`config.mk`:
```
export PLATFORM = sky130hd
export DESIGN_NAME = level_sensor_frame_average_unit
export DESIGN_NICKNAME = d
export VERILOG_FILES = /design/src/lsfa_pkg.sv /design/src/level_sensor_frame_average_unit.sv /design/src/lsfa_div.sv
export SDC_FILE = /design/constraint.sdc
export NUM_CORES = 1
export LEC_CHECK = 0
export ABC_AREA = 0
export BUFFER_PORTS_ARGS = -buffer_cell sky130_fd_sc_hd__buf_4
export CORE_MARGIN = 3
export CORE_UTILIZATION = 40
export CTS_BUF_LIST = sky130_fd_sc_hd__clkbuf_8
export CTS_CLUSTER_DIAMETER = 50
export CTS_CLUSTER_SIZE = 25
export DETAILED_ROUTE_END_ITERATION = 6
export PLACE_DENSITY = 0.56
export REMOVE_ABC_BUFFERS = 1
export SETUP_SLACK_MARGIN = 0.1
export SYNTH_ARGS = -nofsm -noshare
export SYNTH_HDL_FRONTEND = slang
export SYNTH_SLANG_ARGS = --single-unit
export TNS_END_PERCENT = 100
```
`constraint.sdc`:
```
create_clock -name clk -period 11.9 [get_ports clk]
set_input_delay 1.785 -clock clk [delete_from_list [all_inputs] [get_ports clk]]
set_output_delay 1.785 -clock clk [all_outputs]
set_load 0.01 [all_outputs]
```
`src/lsfa_pkg.sv`:
```
// Shared types and constants of the level sensor frame average unit.
package lsfa_pkg;

  // Field widths
  localparam int REQ_W       = 2;
  localparam int BYTE_W      = 8;
  localparam int DIST_W      = 16;
  localparam int AVG_W       = 20;
  localparam int FILL_W      = 14;
  localparam int COUNT_OUT_W = 5;
  localparam int CFG_IDX_W   = 2;
  localparam int CFG_DATA_W  = 16;
  localparam int IN_TDATA_W  = 8;
  localparam int OUT_TDATA_W = 40;
  localparam int OUT_PAD_W   = OUT_TDATA_W - AVG_W - FILL_W - COUNT_OUT_W;

  // Defaults and fixed values
  localparam int MAX_READINGS_DEF = 16;
  localparam logic [DIST_W-1:0] MIN_DIST_RST = 16'd0;
  localparam logic [DIST_W-1:0] MAX_DIST_RST = 16'd4500;
  localparam logic [BYTE_W-1:0] HDR_BYTE     = 8'hFF;
  localparam int FILL_SCALE = 10000;
  // quotient at or above this on the negative side saturates the fill to zero
  localparam int FILL_SAT   = 99990000;
  localparam int AVG_SHIFT  = 4;

  // Request codes
  localparam logic [REQ_W-1:0] REQ_START  = 2'd0;
  localparam logic [REQ_W-1:0] REQ_BYTE   = 2'd1;
  localparam logic [REQ_W-1:0] REQ_FINISH = 2'd2;

  // Configuration register indexes
  localparam logic [CFG_IDX_W-1:0] CFG_MIN_DIST = 2'd0;
  localparam logic [CFG_IDX_W-1:0] CFG_MAX_DIST = 2'd1;

  // Sequencer states
  typedef enum logic [3:0] {
    ST_IDLE,
    ST_AVG_GO,
    ST_AVG_WAIT,
    ST_MUL_MIN,
    ST_MUL_RNG,
    ST_DIFF,
    ST_SIGN,
    ST_MUL_D,
    ST_FILL_GO,
    ST_FILL_WAIT,
    ST_DONE
  } lsfa_state_t;

endpackage

```
`src/level_sensor_frame_average_unit.sv`:
```
// Level sensor frame average unit: top level with frame check and report sequencer.
//
// Input channel (in_*): one item per received sensor byte (tuser = request kind,
// tdata = byte), plus start and finish requests. Bytes form groups of four:
// header 0xFF, distance high, distance low, checksum. A checked group adds its
// clamped distance to the running sum, up to MAX_READINGS groups.
// Start and byte items do not leave the idle state; in_tready stays high for them.
// A finish item starts the report sequence and drops in_tready: with no valid
// reading it goes straight to the result; otherwise one pass of the shared
// bit-serial divider gives the average; unless max <= min, multiplier steps and,
// unless the average is at or below min, a second pass give the fill level.
// The result sits in an output register (out_*): tuser = readings_valid,
// tdata = avg_distance_q4 | fill_hundredths | reading_count from bit 0 up.
// While out_tready is low the result holds, start and byte items still flow,
// and a following finish waits in its last step until the register frees.
// Configuration (cfg_*) is always ready; write it only while the unit is idle.
// Reset (rst_n low, synchronous) clears the run, the registers to their
// defaults and drops out_tvalid.
module level_sensor_frame_average_unit
  import lsfa_pkg::*;
#(
  parameter int MAX_READINGS = MAX_READINGS_DEF
) (
  input  logic                   clk,
  input  logic                   rst_n,
  // input channel
  input  logic                   in_tvalid,
  output logic                   in_tready,
  input  logic [IN_TDATA_W-1:0]  in_tdata,   // [7:0] rx_byte
  input  logic [REQ_W-1:0]       in_tuser,   // [1:0] req_type
  // result channel
  output logic                   out_tvalid,
  input  logic                   out_tready,
  output logic [OUT_TDATA_W-1:0] out_tdata,  // [19:0] avg_distance_q4,
                                             // [33:20] fill_hundredths,
                                             // [38:34] reading_count, [39] zero
  output logic                   out_tuser,  // [0] readings_valid
  // configuration channel
  input  logic                   cfg_valid,
  output logic                   cfg_ready,
  input  logic [CFG_IDX_W-1:0]   cfg_index,
  input  logic [CFG_DATA_W-1:0]  cfg_data
);

  localparam int CNT_W  = $clog2(MAX_READINGS + 1);
  localparam int SUM_W  = DIST_W + CNT_W;
  localparam int MA_W   = (CNT_W > FILL_W) ? CNT_W : FILL_W;
  localparam int PROD_W = MA_W + SUM_W;

  lsfa_state_t state_r, state_nxt;

  logic [1:0]        pos_r, pos_nxt;
  logic [BYTE_W-1:0] hdr_r, hdr_nxt;
  logic [BYTE_W-1:0] hi_r, hi_nxt;
  logic [BYTE_W-1:0] lo_r, lo_nxt;
  logic [SUM_W-1:0]  sum_r, sum_nxt;
  logic [CNT_W-1:0]  cnt_r, cnt_nxt;
  logic [DIST_W-1:0] min_r, max_r;

  logic [PROD_W-1:0] prod_r, prod_nxt;
  logic [SUM_W-1:0]  nmin_r, nmin_nxt;
  logic [SUM_W-1:0]  den_r, den_nxt;
  logic [SUM_W:0]    num_r, num_nxt;
  logic [SUM_W-1:0]  dmag_r, dmag_nxt;
  logic              neg_r, neg_nxt;
  logic [AVG_W-1:0]  avg_r, avg_nxt;
  logic [FILL_W-1:0] fill_r, fill_nxt;

  logic                   out_valid_r, out_valid_nxt;
  logic                   out_user_r, out_user_nxt;
  logic [OUT_TDATA_W-1:0] out_data_r, out_data_nxt;

  logic              in_acc;
  logic [BYTE_W-1:0] chk_sum;
  logic [DIST_W-1:0] dist_raw;
  logic [DIST_W-1:0] dist_clamp;
  logic              frame_ok;
  logic [DIST_W-1:0] rng;

  // shared multiplier
  logic [MA_W-1:0]   mul_a;
  logic [SUM_W-1:0]  mul_b;
  logic [PROD_W-1:0] mul_p;

  // shared divider
  logic              div_start;
  logic [PROD_W-1:0] div_num;
  logic [SUM_W-1:0]  div_den;
  logic              div_done;
  logic [PROD_W-1:0] div_q;
  logic [PROD_W-1:0] div_q_neg;
  logic [SUM_W-1:0]  num_pos;

  assign in_tready = (state_r == ST_IDLE);
  assign in_acc    = in_tvalid && in_tready;
  assign cfg_ready = 1'b1;

  // Frame check on the checksum byte
  assign chk_sum  = hdr_r + hi_r + lo_r;
  assign dist_raw = {hi_r, lo_r};
  assign frame_ok = (hdr_r == HDR_BYTE) && (chk_sum == in_tdata);

  // Upper clamp wins over lower clamp
  always_comb begin
    if (dist_raw > max_r) begin
      dist_clamp = max_r;
    end else if (dist_raw < min_r) begin
      dist_clamp = min_r;
    end else begin
      dist_clamp = dist_raw;
    end
  end

  assign rng       = max_r - min_r;
  assign mul_p     = mul_a * mul_b;
  assign div_q_neg = '0 - div_q;
  assign num_pos   = num_r[SUM_W-1:0];

  lsfa_div #(
    .NUM_W (PROD_W),
    .DEN_W (SUM_W)
  ) u_div (
    .clk      (clk),
    .rst_n    (rst_n),
    .start    (div_start),
    .dividend (div_num),
    .divisor  (div_den),
    .done     (div_done),
    .quotient (div_q)
  );

  // Sequencer: byte intake, report steps, result hand-off
  always_comb begin
    state_nxt     = state_r;
    pos_nxt       = pos_r;
    hdr_nxt       = hdr_r;
    hi_nxt        = hi_r;
    lo_nxt        = lo_r;
    sum_nxt       = sum_r;
    cnt_nxt       = cnt_r;
    prod_nxt      = prod_r;
    nmin_nxt      = nmin_r;
    den_nxt       = den_r;
    num_nxt       = num_r;
    dmag_nxt      = dmag_r;
    neg_nxt       = neg_r;
    avg_nxt       = avg_r;
    fill_nxt      = fill_r;
    out_valid_nxt = out_valid_r && !out_tready;
    out_user_nxt  = out_user_r;
    out_data_nxt  = out_data_r;
    mul_a         = MA_W'(cnt_r);
    mul_b         = SUM_W'(min_r);
    div_start     = 1'b0;
    div_num       = PROD_W'({sum_r, {AVG_SHIFT{1'b0}}});
    div_den       = SUM_W'(cnt_r);

    unique case (state_r)
      ST_IDLE: begin
        if (in_acc) begin
          unique case (in_tuser)
            REQ_START: begin
              pos_nxt = '0;
              sum_nxt = '0;
              cnt_nxt = '0;
            end
            REQ_BYTE: begin
              unique case (pos_r)
                2'd0: hdr_nxt = in_tdata;
                2'd1: hi_nxt  = in_tdata;
                2'd2: lo_nxt  = in_tdata;
                default: begin
                  if (frame_ok && (cnt_r < CNT_W'(MAX_READINGS))) begin
                    sum_nxt = sum_r + SUM_W'(dist_clamp);
                    cnt_nxt = cnt_r + 1'b1;
                  end
                end
              endcase
              pos_nxt = pos_r + 1'b1;
            end
            REQ_FINISH: begin
              if (cnt_r == '0) begin
                avg_nxt   = '0;
                fill_nxt  = '0;
                state_nxt = ST_DONE;
              end else begin
                state_nxt = ST_AVG_GO;
              end
            end
            // unused request code: ignored
            default: ;
          endcase
        end
      end
      ST_AVG_GO: begin
        div_start = 1'b1;
        state_nxt = ST_AVG_WAIT;
      end
      ST_AVG_WAIT: begin
        if (div_done) begin
          avg_nxt = div_q[AVG_W-1:0];
          if (max_r <= min_r) begin
            fill_nxt  = '0;
            state_nxt = ST_DONE;
          end else begin
            state_nxt = ST_MUL_MIN;
          end
        end
      end
      ST_MUL_MIN: begin
        prod_nxt  = mul_p;
        state_nxt = ST_MUL_RNG;
      end
      ST_MUL_RNG: begin
        mul_b     = SUM_W'(rng);
        nmin_nxt  = prod_r[SUM_W-1:0];
        prod_nxt  = mul_p;
        state_nxt = ST_DIFF;
      end
      ST_DIFF: begin
        den_nxt   = prod_r[SUM_W-1:0];
        num_nxt   = {1'b0, sum_r} - {1'b0, nmin_r};
        state_nxt = ST_SIGN;
      end
      ST_SIGN: begin
        // average at or below min reads as full
        if (num_r[SUM_W] || (num_r == '0)) begin
          fill_nxt  = FILL_W'(FILL_SCALE);
          state_nxt = ST_DONE;
        end else if (num_pos > den_r) begin
          dmag_nxt  = num_pos - den_r;
          neg_nxt   = 1'b1;
          state_nxt = ST_MUL_D;
        end else begin
          dmag_nxt  = den_r - num_pos;
          neg_nxt   = 1'b0;
          state_nxt = ST_MUL_D;
        end
      end
      ST_MUL_D: begin
        mul_a     = MA_W'(FILL_SCALE);
        mul_b     = dmag_r;
        prod_nxt  = mul_p;
        state_nxt = ST_FILL_GO;
      end
      ST_FILL_GO: begin
        div_start = 1'b1;
        div_num   = prod_r;
        div_den   = den_r;
        state_nxt = ST_FILL_WAIT;
      end
      ST_FILL_WAIT: begin
        if (div_done) begin
          // negative side truncates toward zero; far below zero saturates
          if (!neg_r) begin
            fill_nxt = div_q[FILL_W-1:0];
          end else if (div_q >= PROD_W'(FILL_SAT)) begin
            fill_nxt = '0;
          end else begin
            fill_nxt = div_q_neg[FILL_W-1:0];
          end
          state_nxt = ST_DONE;
        end
      end
      ST_DONE: begin
        if (!out_valid_r || out_tready) begin
          out_valid_nxt = 1'b1;
          out_user_nxt  = (cnt_r != '0);
          out_data_nxt  = {{OUT_PAD_W{1'b0}}, COUNT_OUT_W'(cnt_r), fill_r, avg_r};
          pos_nxt       = '0;
          sum_nxt       = '0;
          cnt_nxt       = '0;
          state_nxt     = ST_IDLE;
        end
      end
      default: state_nxt = ST_IDLE;
    endcase
  end

  // State and run registers
  always_ff @(posedge clk) begin
    if (!rst_n) begin
      state_r     <= ST_IDLE;
      pos_r       <= '0;
      sum_r       <= '0;
      cnt_r       <= '0;
      out_valid_r <= 1'b0;
    end else begin
      state_r     <= state_nxt;
      pos_r       <= pos_nxt;
      sum_r       <= sum_nxt;
      cnt_r       <= cnt_nxt;
      out_valid_r <= out_valid_nxt;
    end
  end

  // Configuration registers
  always_ff @(posedge clk) begin
    if (!rst_n) begin
      min_r <= MIN_DIST_RST;
      max_r <= MAX_DIST_RST;
    end else if (cfg_valid && cfg_ready) begin
      if (cfg_index == CFG_MIN_DIST) begin
        min_r <= cfg_data;
      end else if (cfg_index == CFG_MAX_DIST) begin
        max_r <= cfg_data;
      end
    end
  end

  // Payload registers
  always_ff @(posedge clk) begin
    hdr_r      <= hdr_nxt;
    hi_r       <= hi_nxt;
    lo_r       <= lo_nxt;
    prod_r     <= prod_nxt;
    nmin_r     <= nmin_nxt;
    den_r      <= den_nxt;
    num_r      <= num_nxt;
    dmag_r     <= dmag_nxt;
    neg_r      <= neg_nxt;
    avg_r      <= avg_nxt;
    fill_r     <= fill_nxt;
    out_user_r <= out_user_nxt;
    out_data_r <= out_data_nxt;
  end

  assign out_tvalid = out_valid_r;
  assign out_tuser  = out_user_r;
  assign out_tdata  = out_data_r;

endmodule

```
`src/lsfa_div.sv`:
```
// Restoring unsigned divider, one quotient bit per cycle.
module lsfa_div
  import lsfa_pkg::*;
#(
  parameter int NUM_W = 35,
  parameter int DEN_W = 21
) (
  input  logic             clk,
  input  logic             rst_n,
  input  logic             start,
  input  logic [NUM_W-1:0] dividend,
  input  logic [DEN_W-1:0] divisor,
  output logic             done,
  output logic [NUM_W-1:0] quotient
);

  localparam int CNT_W = $clog2(NUM_W + 1);

  logic             busy_r, busy_nxt;
  logic             done_r, done_nxt;
  logic [CNT_W-1:0] cnt_r, cnt_nxt;
  logic [NUM_W-1:0] quo_r, quo_nxt;
  logic [DEN_W-1:0] rem_r, rem_nxt;
  logic [DEN_W-1:0] dvs_r, dvs_nxt;
  logic [DEN_W:0]   rem_sh;
  logic [DEN_W:0]   rem_sub;

  // One shift-and-subtract step
  assign rem_sh  = {rem_r, quo_r[NUM_W-1]};
  assign rem_sub = rem_sh - {1'b0, dvs_r};

  always_comb begin
    busy_nxt = busy_r;
    done_nxt = 1'b0;
    cnt_nxt  = cnt_r;
    quo_nxt  = quo_r;
    rem_nxt  = rem_r;
    dvs_nxt  = dvs_r;
    if (start) begin
      busy_nxt = 1'b1;
      cnt_nxt  = CNT_W'(NUM_W);
      quo_nxt  = dividend;
      rem_nxt  = '0;
      dvs_nxt  = divisor;
    end else if (busy_r) begin
      if (rem_sh >= {1'b0, dvs_r}) begin
        rem_nxt = rem_sub[DEN_W-1:0];
        quo_nxt = {quo_r[NUM_W-2:0], 1'b1};
      end else begin
        rem_nxt = rem_sh[DEN_W-1:0];
        quo_nxt = {quo_r[NUM_W-2:0], 1'b0};
      end
      cnt_nxt = cnt_r - 1'b1;
      if (cnt_r == CNT_W'(1)) begin
        busy_nxt = 1'b0;
        done_nxt = 1'b1;
      end
    end
  end

  always_ff @(posedge clk) begin
    if (!rst_n) begin
      busy_r <= 1'b0;
      done_r <= 1'b0;
      cnt_r  <= '0;
    end else begin
      busy_r <= busy_nxt;
      done_r <= done_nxt;
      cnt_r  <= cnt_nxt;
    end
    quo_r <= quo_nxt;
    rem_r <= rem_nxt;
    dvs_r <= dvs_nxt;
  end

  assign done     = done_r;
  assign quotient = quo_r;

endmodule

```
==> reports/summary.txt, run 1 <==
CLOCK TREE
--------------------------------------------------------------------------------------
Clock tree buffer depth                                                              3
Inserted Clock Buffers                                                              44
Clk_lat worst skew                                                              660 ps
Cts repair resizes                                                                   0
Clk root buf                                                              sky130_fd_sc_hd__clkbuf_8
Clock Sink Count                                                                   369
Hold buffer count at CTS                                                             0
CTS tree                                                                           yes
CTS H-Tree Depth                                                                     2
CTS clock-pin slew for the worst setup and hold paths                           100 ps
Post-CTS setup buffer count                                                          0

POWER AND IR DROP
--------------------------------------------------------------------------------------
Switching power                                                                1.56 mW
Pwr per Cell Area                                                          139 nW/um^2
Portion of total power attributed to sequential cells                            43.5%
Leakage dissipation                                                            13.7 nW
Largest vdd supply drop                                                       0.118 mV
Logic gate share of total power                                                  33.1%
Switching fraction of total power                                                37.2%
Internal                                                                       2.62 mW
Clock network fraction of total power                                            23.4%

HOLD PATH
--------------------------------------------------------------------------------------
Worst min path class                                                      flip-flop to flip-flop
Worst hold start                                                             fill_r[6]
Endpoint with the worst hold slack                                        out_tdata[26]
Worst Hold Path Cells                                                                0

YOSYS
--------------------------------------------------------------------------------------
Largest cells by area after synthesis                                     sky130_fd_sc_hd__edfxtp_1 30%, sky130_fd_sc_hd__ha_1 13%, sky130_fd_sc_hd__fa_1 10%
Sequential area share after synthesis                                            36.8%
Cell type contributing the most total cell area after synthesis           sky130_fd_sc_hd__edfxtp_1
EDFF count, synth                                                                  275
Share of flip-flops with an asynchronous set or reset after synthesis               0%
Portion of synthesized cell area occupied by the leading cell type               30.0%
Number of warning messages in the yosys log                                          0
Top-count cell post-synth                                                 sky130_fd_sc_hd__inv_1
Count of distinct cell types in the synthesized netlist                             90
Average footprint of a synthesized cell                                     9.87 sq um
Cell types with the highest counts after synthesis                        398 x sky130_fd_sc_hd__inv_1, 285 x sky130_fd_sc_hd__ha_1, 275 x sky130_fd_sc_hd__edfxtp_1, 250 x sky130_fd_sc_hd__nand2_1, 177 x sky130_fd_sc_hd__nor2_1
FF+latch count, synth                                                              369
Predominant post-synthesis flop cell                                      sky130_fd_sc_hd__edfxtp_1
Instance count of the mapped netlist                                              2792
Netlist Area Pre-Place                                                     27500 sq um

TIMING
--------------------------------------------------------------------------------------
Worst slew margin relative to its limit                                          21.9%
Final Setup Violations                                                               0
Final Slew Violations                                                                0
Fin Setup TNS                                                                     0 ps
Max frequency                                                                0.102 GHz
Transition at the pin with the smallest max-transition slack                   1160 ps
RSZ-0062 raised after global routing                                                no
Final Hold Violating Endpoints                                                       0
Final period util                                                                82.2%
Setup clock skew after layout                                                  56.6 ps
Shortest clock period the worst path allows after layout                       9790 ps

WORST SETUP PATH
--------------------------------------------------------------------------------------
Library cell appearing most often on the critical path                    sky130_fd_sc_hd__inv_1
Worst Path Required                                                           12290 ps
R2r setup slk                                                                  2110 ps
Arrival @ worst endpoint                                                      10170 ps
Maximum cell stage delay along the critical path                               1160 ps
Cell count of the worst reg-to-reg path                                             29
Startpoint types                                                             flip-flop
Reg-to-Reg End                                                              prod_r[34]
Critical path capture point type                                             flip-flop
CP Max Fanout                                                                       22
Startpoint of the worst register-to-register path                           state_r[0]
Library cell contributing the largest single delay on the critical path   sky130_fd_sc_hd__nor2_1
Classification of the worst setup path                                    flip-flop to flip-flop

GLOBAL ROUTING
--------------------------------------------------------------------------------------
Largest net degree at the start of global routing                                   66
Number of global-route vias before repair                                        20200
Final global-route overflow total                                                    0
Gr usage total                                                                   20.6%
Global-route wire length before repair                                       115000 um
Initial antenna violation count                                                      4

DETAILED ROUTING
--------------------------------------------------------------------------------------
Number of DRC violations after detailed routing                                      0
Wire length reported by the detailed router                                   73700 um
Initial DRC Count                                                                 1282
Avg Vias per Cell                                                                 5.31
Mean routed wirelength per cell                                                19.5 um
Antenna Violating Nets Remaining                                                     0
First-pass iteration count of the detailed router                                    7
Via count                                                                        20100

LAYOUT
--------------------------------------------------------------------------------------
Finished Core Util                                                               44.5%
Number of nets in the layout                                                      3322
Final standard cell count with taps included and fillers excluded                 3778
Count of filler cells inserted in the layout                                      6471
Fraction of final layout cells with drive strength greater than 1                7.61%
Area growth from synthesis to layout                                             9.19%

JOB
--------------------------------------------------------------------------------------
Number of maximum-capacitance constraint violations                                  0

PLACEMENT
--------------------------------------------------------------------------------------
Detailed placer's ending HPWL                                                 58300 um
Placed cells                                                                      3694
Count of port buffers added during placement                                        74
RD Place Congestion                                                              0.908

FLOORPLANNING
--------------------------------------------------------------------------------------
Number of I/O pins                                                                  77
Die H                                                                           268 um
Num rows                                                                            95
Starting density of the core                                                     40.7%
Die area                                                                   72000 sq um
Std-Cell Core Area                                                         67600 sq um
Chip Width                                                                      268 um

STATUS
--------------------------------------------------------------------------------------
Outcome                                                                   finished, final reports clean

[metrics by stage]
stage | hold slack (ps) | area, sq um | setup slack, ps | power (mW)
4_1_cts | 418 | 30100 | 2040 | 4.21
6_report | 419 | 30100 | 2110 | 4.17
5_1_grt | 431 | 30100 | 1210 | 4.44
3_5_place_dp | 405 | 29100 | 2130 | 3.22
3_3_place_gp | 401 | 29100 | 2430 | 3.19
2_1_floorplan | 400 | 27200 | 3460 | 2.79
[routing by layer]
metal  up-vias  wire length [um]  track usage (%)
li1       9768                 -                -
met1      9702             33000             27.5
met2       486             34500             34.7
met3       104              4010             3.23
met4         2              2160             6.48
met5         -                17                0
[placed cells by master, fill, tap and decap left out, drive strengths merged, types with 47 or more instances in the layout]
cell type / netlist / layout
inv: 400 / 418
ha: 285 / 285
edfxtp: 275 / 275
nand2: 250 / 250
nor2: 178 / 178
a21oi: 153 / 153
fa: 137 / 137
o21ai: 129 / 129
dfxtp: 94 / 94
buf: 22 / 94
xnor2: 86 / 86
a21o: 75 / 75
a21boi: 59 / 59
mux2i: 57 / 57
and3: 49 / 49
xor2: 47 / 47
[flip-flops by register name (all words and copies together), names as in the netlist, 5 cells and up]
signal          count
avg_r              20
max_r              16
min_r              16
hi_r                8
den_r              21
dmag_r             21
prod_r             35
u_div.cnt_r         6
hdr_r               8
u_div.dvs_r        21
out_tdata          39
u_div.quotient     35
nmin_r             21
fill_r             14
cnt_r               5
num_r              22
u_div.rem_r        21
sum_r              21
lo_r                8
[worst max-delay path, delay by kind of cell, from the launching register on]
| family | cells | cell delay [ps] |
|---|---|---|
| AO/OA/AOI/OAI | 8 | 1810 |
| buffers and inverters | 7 | 1240 |
| adder cells (fa/ha/maj) | 7 | 2840 |
| AND/OR/NAND/NOR | 6 | 2750 |
| XOR/XNOR | 1 | 90 |
| flip-flops | 1 | 780 |
[area by class of cell]
class / count / area, sq um / area share [%]
clock buffers: 46 / 633 / 2.11
inverters: 401 / 1510 / 5.00
diodes: 2 / 5.00 / 0.0166
clock inverters: 36 / 329 / 1.09
multi-input cells: 1957 / 15700 / 52.1
flip-flops and latches: 369 / 10100 / 33.7
well taps: 873 / 1090 / 3.63
repair buffers: 94 / 706 / 2.35
[kinds of logic after synthesis]
kind of cell             synth area share (%)
adder cells (fa/ha/maj)                  22.9
XOR/XNOR                                 4.23
flip-flops                               36.8
AO/OA/AOI/OAI                            14.4
other                                  0.0273
multiplexers                             2.45
AND/OR/NAND/NOR                          12.4
buffers and inverters                    6.81
[worst max path at each step]
stage               start    endpoint  slack [ps]  cells after the start
6_report       state_r[0]  prod_r[34]        2110                     29
5_1_grt        state_r[0]  prod_r[34]        1210                     29
4_1_cts        state_r[0]  prod_r[34]        2040                     29
3_5_place_dp   state_r[3]  prod_r[34]        2130                     29
3_3_place_gp   state_r[0]  prod_r[34]        2430                     29
2_1_floorplan  state_r[1]  prod_r[34]        3460                     28
[power groups by stage]
stage	clock network [mW]	registers, mW	logic [mW]
after floorplan	0	1.79	1.01
after global placement	0	1.84	1.35
after CTS	1.01	1.81	1.39
after detailed placement	0	1.84	1.38
after global routing	1.05	1.84	1.55
final	0.975	1.82	1.38
No activity file was read; power rests on OpenSTA's default activity.
==> run 2, diff against run 1 <==
PLACE_DENSITY = 0.58   (was 0.56)
clock period = 8.1 ns   (was 11.9 ns; I/O delays follow)
==> reports/summary.txt, run 2 (synthesis results as in run 1) <==
FLOORPLANNING
--------------------------------------------------------------------------------------
Std-Cell Core Area                                                         67600 sq um   unchanged
Starting density of the core                                                     40.7%   unchanged
Number of I/O pins                                                                  77   unchanged
Die area                                                                   72000 sq um   unchanged
Die H                                                                           268 um   unchanged
Num rows                                                                            95   unchanged
Chip Width                                                                      268 um   unchanged

CLOCK TREE
--------------------------------------------------------------------------------------
Clock tree buffer depth                                                              3   unchanged
CTS H-Tree Depth                                                                     2   unchanged
Clk_lat worst skew                                                              640 ps   -20 ps
Clk root buf                                                              sky130_fd_sc_hd__clkbuf_8
CTS clock-pin slew for the worst setup and hold paths                           100 ps   about the same
Hold buffer count at CTS                                                             0   unchanged
Inserted Clock Buffers                                                              43   -2.3%
Clock Sink Count                                                                   369   unchanged
CTS tree                                                                           yes

PLACEMENT
--------------------------------------------------------------------------------------
Detailed placer's ending HPWL                                                 58800 um   +0.85%
Count of port buffers added during placement                                        74   unchanged
RD Place Congestion                                                              0.950   +4.6%
Placed cells                                                                      3788   +2.5%

LAYOUT
--------------------------------------------------------------------------------------
Area growth from synthesis to layout                                             13.6%
Count of filler cells inserted in the layout                                      6386   -1.3%
Most frequent standard cell in the layout excluding fill and tap cells    sky130_fd_sc_hd__inv_1
Final standard cell count with taps included and fillers excluded                 3882   +2.8%
Most frequent cells in the layout                                         391 x sky130_fd_sc_hd__inv_1, 275 x sky130_fd_sc_hd__edfxtp_1, 271 x sky130_fd_sc_hd__ha_1
Number of nets in the layout                                                      3430   +3.3%
Fraction of final layout cells with drive strength greater than 1                12.9%   +5.3 points
Number of flip-flops under the largest register name                                39   unchanged

POWER AND IR DROP
--------------------------------------------------------------------------------------
Pwr per Cell Area                                                          199 nW/um^2   +44%
Leakage dissipation                                                            14.2 nW   +4.0%
Largest vdd supply drop                                                       0.147 mV   +24%

WORST SETUP PATH
--------------------------------------------------------------------------------------
Library cell contributing the largest single delay on the critical path   sky130_fd_sc_hd__fa_1
Cell count of the worst reg-to-reg path                                             37   +28%
Library cell appearing most often on the critical path                    sky130_fd_sc_hd__fa_1
Startpoint types                                                             flip-flop
CP Max Fanout                                                                        4   -82%
Reg-to-Reg End                                                              prod_r[34]
Critical path capture point type                                             flip-flop
Worst Path Required                                                            8470 ps   -3820 ps
Maximum cell stage delay along the critical path                                540 ps   -620 ps
Arrival @ worst endpoint                                                       8080 ps   -2090 ps
Classification of the worst setup path                                    flip-flop to flip-flop
R2r setup slk                                                                   390 ps   -1720 ps
CP Launch Point                                                               max_r[0]
Startpoint of the worst register-to-register path                             max_r[0]

DETAILED ROUTING
--------------------------------------------------------------------------------------
Mean routed wirelength per cell                                                19.1 um   -2.2%
Via count                                                                        20600   +2.5%
Metal2 WL                                                                     34100 um   -1.0%
Initial DRC Count                                                                 1258   -1.9%
Uppermost layer routed                                                            met5
Routed length on met1                                                         33400 um   +1.1%
First-pass iteration count of the detailed router                                    7   unchanged
Wire length reported by the detailed router                                   74100 um   +0.48%
Avg Vias per Cell                                                                 5.30   -0.23%
Met3 routed WL                                                                 3730 um   -7.0%
Antenna Violating Nets Remaining                                                     0   unchanged
Number of DRC violations after detailed routing                                      0   unchanged

HOLD PATH
--------------------------------------------------------------------------------------
Worst min path class                                                      flip-flop to flip-flop
Worst Hold Path Cells                                                                0   unchanged
Endpoint with the worst hold slack                                        out_tdata[29]
Worst hold start                                                             fill_r[9]

TIMING
--------------------------------------------------------------------------------------
Max frequency                                                                0.130 GHz   +27%
Final-layout worst hold slack                                                   424 ps   +4.37 ps
Transition at the pin with the smallest max-transition slack                   1260 ps   +97.9 ps
Fin Setup TNS                                                                     0 ps   unchanged
Worst slew margin relative to its limit                                          15.8%   -6.1 points
RSZ-0062 raised after global routing                                               yes
Shortest clock period the worst path allows after layout                       7710 ps   -2080 ps
Final Hold Violating Endpoints                                                       0   unchanged
Setup clock skew after layout                                                  49.7 ps   -6.86 ps
Final Slew Violations                                                                0   unchanged
Final Setup Violations                                                               0   unchanged
Final period util                                                                95.2%   +13 points

GLOBAL ROUTING
--------------------------------------------------------------------------------------
Initial antenna violation count                                                      3   -1
Number of global-route vias before repair                                        20800   +2.9%
Gr usage total                                                                   20.7%   +0.044 points
Final global-route overflow total                                                    0   unchanged
Global-route wire length before repair                                       116000 um   +1.2%
Largest net degree at the start of global routing                                   66   unchanged

STATUS
--------------------------------------------------------------------------------------
Outcome                                                                   finished, final reports clean

JOB
--------------------------------------------------------------------------------------
Number of maximum-capacitance constraint violations                                  0   unchanged

[run 2: cell type report]
cell class                 count  area [sq um]  share of cell area, %
multi-input combinational   1957         16000                   51.3
sequential                   369         10100                   32.4
timing repair buffer         203          1530                   4.88
inverter                     401          1510                   4.81
tap                          873          1090                   3.49
clock buffer                  44           606                   1.93
clock inverter                34           377                   1.20
antenna                        1          2.50                0.00799
[run 2: metrics by stage]
step	util, %	setup slack [ps]	instance area [sq um]	power (mW)
floorplan	-	-335	27200	4.10
global placement	44.1	-244	29800	4.72
detailed placement	44.1	-354	29800	4.77
CTS	45.6	81.8	30900	6.25
global route	46.3	28.4	31300	6.64
finish	46.3	391	31300	6.24
[run 2: repair_timing]
action	4_1_cts	5_1_grt
pin swaps	5	65
resized for setup	17	70
buffers inserted	3	12
setup endpoints to repair	10	15
[run 2: worst max path at each step]
stage                       to  slack, ps  cells past startpoint
finish              prod_r[34]        390                     37
global route        prod_r[28]         30                     38
CTS                 prod_r[34]         80                     38
detailed placement  prod_r[34]       -350                     38
global placement    prod_r[34]       -240                     38
floorplan           prod_r[34]       -340                     28
[run 2: metal layers]
layer  vias up  GRT usage [%]
met1      9937           27.8
met2       498           33.9
li1       9982              -
met5         -              0
met3       148           3.38
met4         2           7.52
[run 2: worst max-delay path, delay by kind of cell (launching register included)]
kind / cells / cell delay, ps
fa+ha+maj: 9 / 3640
compound gates: 14 / 1720
buf+inv: 9 / 850
simple gates: 4 / 800
flops: 1 / 340
xor+xnor: 1 / 90
[run 2: power by group]
group          total (mW)  switching, mW  internal [mW]
combinational        2.16           1.29          0.866
clock                1.46          0.842          0.616
sequential           2.62          0.203           2.42
total                6.24           2.34           3.90
==> run 3, diff against run 2 <==
PLACE_DENSITY = 0.56   (was 0.58)
clock period = 9.1 ns   (was 8.1 ns; I/O delays follow)
==> reports/summary.txt, run 3 (synthesis results as in run 1) <==
POWER AND IR DROP
----------------------------------------------------------------------------------------
Sum of internal, switching and leakage power                                     5.51 mW   -12%
Switching power                                                                  2.07 mW   -11%
Switching fraction of total power                                                  37.6%   +0.17 points
Internal                                                                         3.44 mW   -12%
Logic gate share of total power                                                    33.3%   -1.3 points
Pwr per Cell Area                                                            182 nW/um^2   -8.4%
Leakage dissipation                                                              13.7 nW   -3.3%
Portion of total power attributed to sequential cells                              42.7%   +0.7 points
Clock network fraction of total power                                              24.0%   +0.6 points
Largest vdd supply drop                                                         0.155 mV   +5.0%

PLACEMENT
----------------------------------------------------------------------------------------
RD Place Congestion                                                                0.937   -1.3%
Area of placed instances                                                     29200 sq um   -2.0%
Detailed placer's ending HPWL                                                   57900 um   -1.5%
Placed cells                                                                        3707   -2.1%
Placement Setup Slack                                                             442 ps   +796 ps
Count of port buffers added during placement                                          74   unchanged

DETAILED ROUTING
----------------------------------------------------------------------------------------
Wire length reported by the detailed router                                     73000 um   -1.4%
Initial DRC Count                                                                   1250   -0.64%
Via count                                                                          20100   -2.5%
Number of DRC violations after detailed routing                                        0   unchanged
Avg Vias per Cell                                                                   5.29   -0.14%
Antenna Violating Nets Remaining                                                       0   unchanged
First-pass iteration count of the detailed router                                      6   -1
Mean routed wirelength per cell                                                  19.3 um   +0.94%

WORST SETUP PATH
----------------------------------------------------------------------------------------
Library cell contributing the largest single delay on the critical path     sky130_fd_sc_hd__fa_1
Critical path capture point type                                               flip-flop
Classification of the worst setup path                                      flip-flop to flip-flop
Worst Path Required                                                              9450 ps   +980 ps
Startpoint types                                                               flip-flop
Maximum cell stage delay along the critical path                                  530 ps   about the same
CP Max Fanout                                                                          6   +2
Category of cells accounting for the largest share of critical-path delay    adder cells
Crit path buffers/inverters                                                            7   -2
Library cell appearing most often on the critical path                      sky130_fd_sc_hd__inv_1
Arrival @ worst endpoint                                                         8770 ps   +690 ps

TIMING
----------------------------------------------------------------------------------------
Final Setup Violations                                                                 0   unchanged
Worst slew margin relative to its limit                                            22.7%   +6.9 points
Setup clock skew after layout                                                    95.9 ps   +46.2 ps
Transition at the pin with the smallest max-transition slack                     1160 ps   -103 ps
RSZ-0062 raised after global routing                                                  no
Shortest clock period the worst path allows after layout                         8430 ps   +717 ps
Final-layout worst hold slack                                                     425 ps   +1.16 ps
Max frequency                                                                  0.119 GHz   -8.5%
Final Worst Setup Slack                                                           674 ps   +283 ps
Final Hold Violating Endpoints                                                         0   unchanged
Final Slew Violations                                                                  0   unchanged
Final period util                                                                  92.6%   -2.6 points
Fin Setup TNS                                                                       0 ps   unchanged

CLOCK TREE
----------------------------------------------------------------------------------------
CTS tree                                                                             yes
Clk_lat worst skew                                                                670 ps   +30 ps
CTS clock-pin slew for the worst setup and hold paths                              90 ps   about the same
Clock tree buffer depth                                                                3   unchanged
CTS H-Tree Depth                                                                       2   unchanged
Clock Sink Count                                                                     369   unchanged
Hold buffer count at CTS                                                               0   unchanged
Inserted Clock Buffers                                                                44   +2.3%
Clk root buf                                                                sky130_fd_sc_hd__clkbuf_8

FLOORPLANNING
----------------------------------------------------------------------------------------
Die area                                                                     72000 sq um   unchanged
Num rows                                                                              95   unchanged
Chip Width                                                                        268 um   unchanged
Die H                                                                             268 um   unchanged
Std-Cell Core Area                                                           67600 sq um   unchanged
Starting density of the core                                                       40.7%   unchanged
Number of I/O pins                                                                    77   unchanged

LAYOUT
----------------------------------------------------------------------------------------
Most frequent cells in the layout                                           399 x sky130_fd_sc_hd__inv_1, 285 x sky130_fd_sc_hd__ha_1, 275 x sky130_fd_sc_hd__edfxtp_1
Fraction of final layout cells with drive strength greater than 1                  8.33%   -4.5 points
Finished Core Util                                                                 44.7%   -1.6 points
Number of flip-flops under the largest register name                                  39   unchanged
Cell area after layout                                                       30200 sq um   -3.4%
Most frequent standard cell in the layout excluding fill and tap cells      sky130_fd_sc_hd__inv_1
Area growth from synthesis to layout                                               9.73%
Number of nets in the layout                                                        3335   -2.8%
Final standard cell count with taps included and fillers excluded                   3790   -2.4%

HOLD PATH
----------------------------------------------------------------------------------------
Worst min path class                                                        flip-flop to flip-flop

GLOBAL ROUTING
----------------------------------------------------------------------------------------
Global-route wire length before repair                                         116000 um   -0.42%
Final global-route overflow total                                                      0   unchanged
Number of global-route vias before repair                                          20300   -2.3%
Initial antenna violation count                                                        1   -2
Gr usage total                                                                     20.6%   -0.060 points
Largest net degree at the start of global routing                                     66   unchanged

JOB
----------------------------------------------------------------------------------------
Number of maximum-capacitance constraint violations                                    0   unchanged

STATUS
----------------------------------------------------------------------------------------
Outcome                                                                     finished, final reports clean

[run 3: worst paths after layout]
kind,startpoint,to,slack [ps],cells after the start
worst max-delay path,max_r[0],prod_r[34],670,36
worst min-delay path,avg_r[2],out_tdata[2],420,0
worst max register to register,max_r[0],prod_r[34],670,36
worst min register to register,avg_r[2],out_tdata[2],420,0
[run 3: final cells by class]
cell class / count / area, sq um
fillers: 6450 / 37400
multi-input cells: 1957 / 15700
flip-flops and latches: 369 / 10100
inverters: 401 / 1510
well taps: 873 / 1090
repair buffers: 107 / 803
clock buffers: 45 / 619
clock inverters: 37 / 384
diodes: 1 / 2.50
[run 3: per-layer routing]
metal | up-vias | GRT usage, % | routed length, um
li1 | 9786 | - | -
met1 | 9788 | 28.4 | 33800
met2 | 397 | 34.7 | 34300
met3 | 81 | 2.88 | 3500
met4 | 0 | 4.82 | 1480
met5 | - | 0 | 0
[run 3: power by group through the flow]
stage / registers [mW] / clock network (mW) / logic (mW)
floorplan: 2.34 / 0 / 1.31
global placement: 2.38 / 0 / 1.80
detailed placement: 2.39 / 0 / 1.83
CTS: 2.35 / 1.37 / 1.84
global route: 2.39 / 1.43 / 2.06
finish: 2.35 / 1.32 / 1.84
[run 3: what timing repair did]
| action | in CTS | in global routing |
|---|---|---|
| resized for setup | 0 | 13 |
| buffers inserted | 0 | 0 |
| hold endpoints to repair | 0 | 0 |
| endpoints found under the setup margin | 0 | 10 |
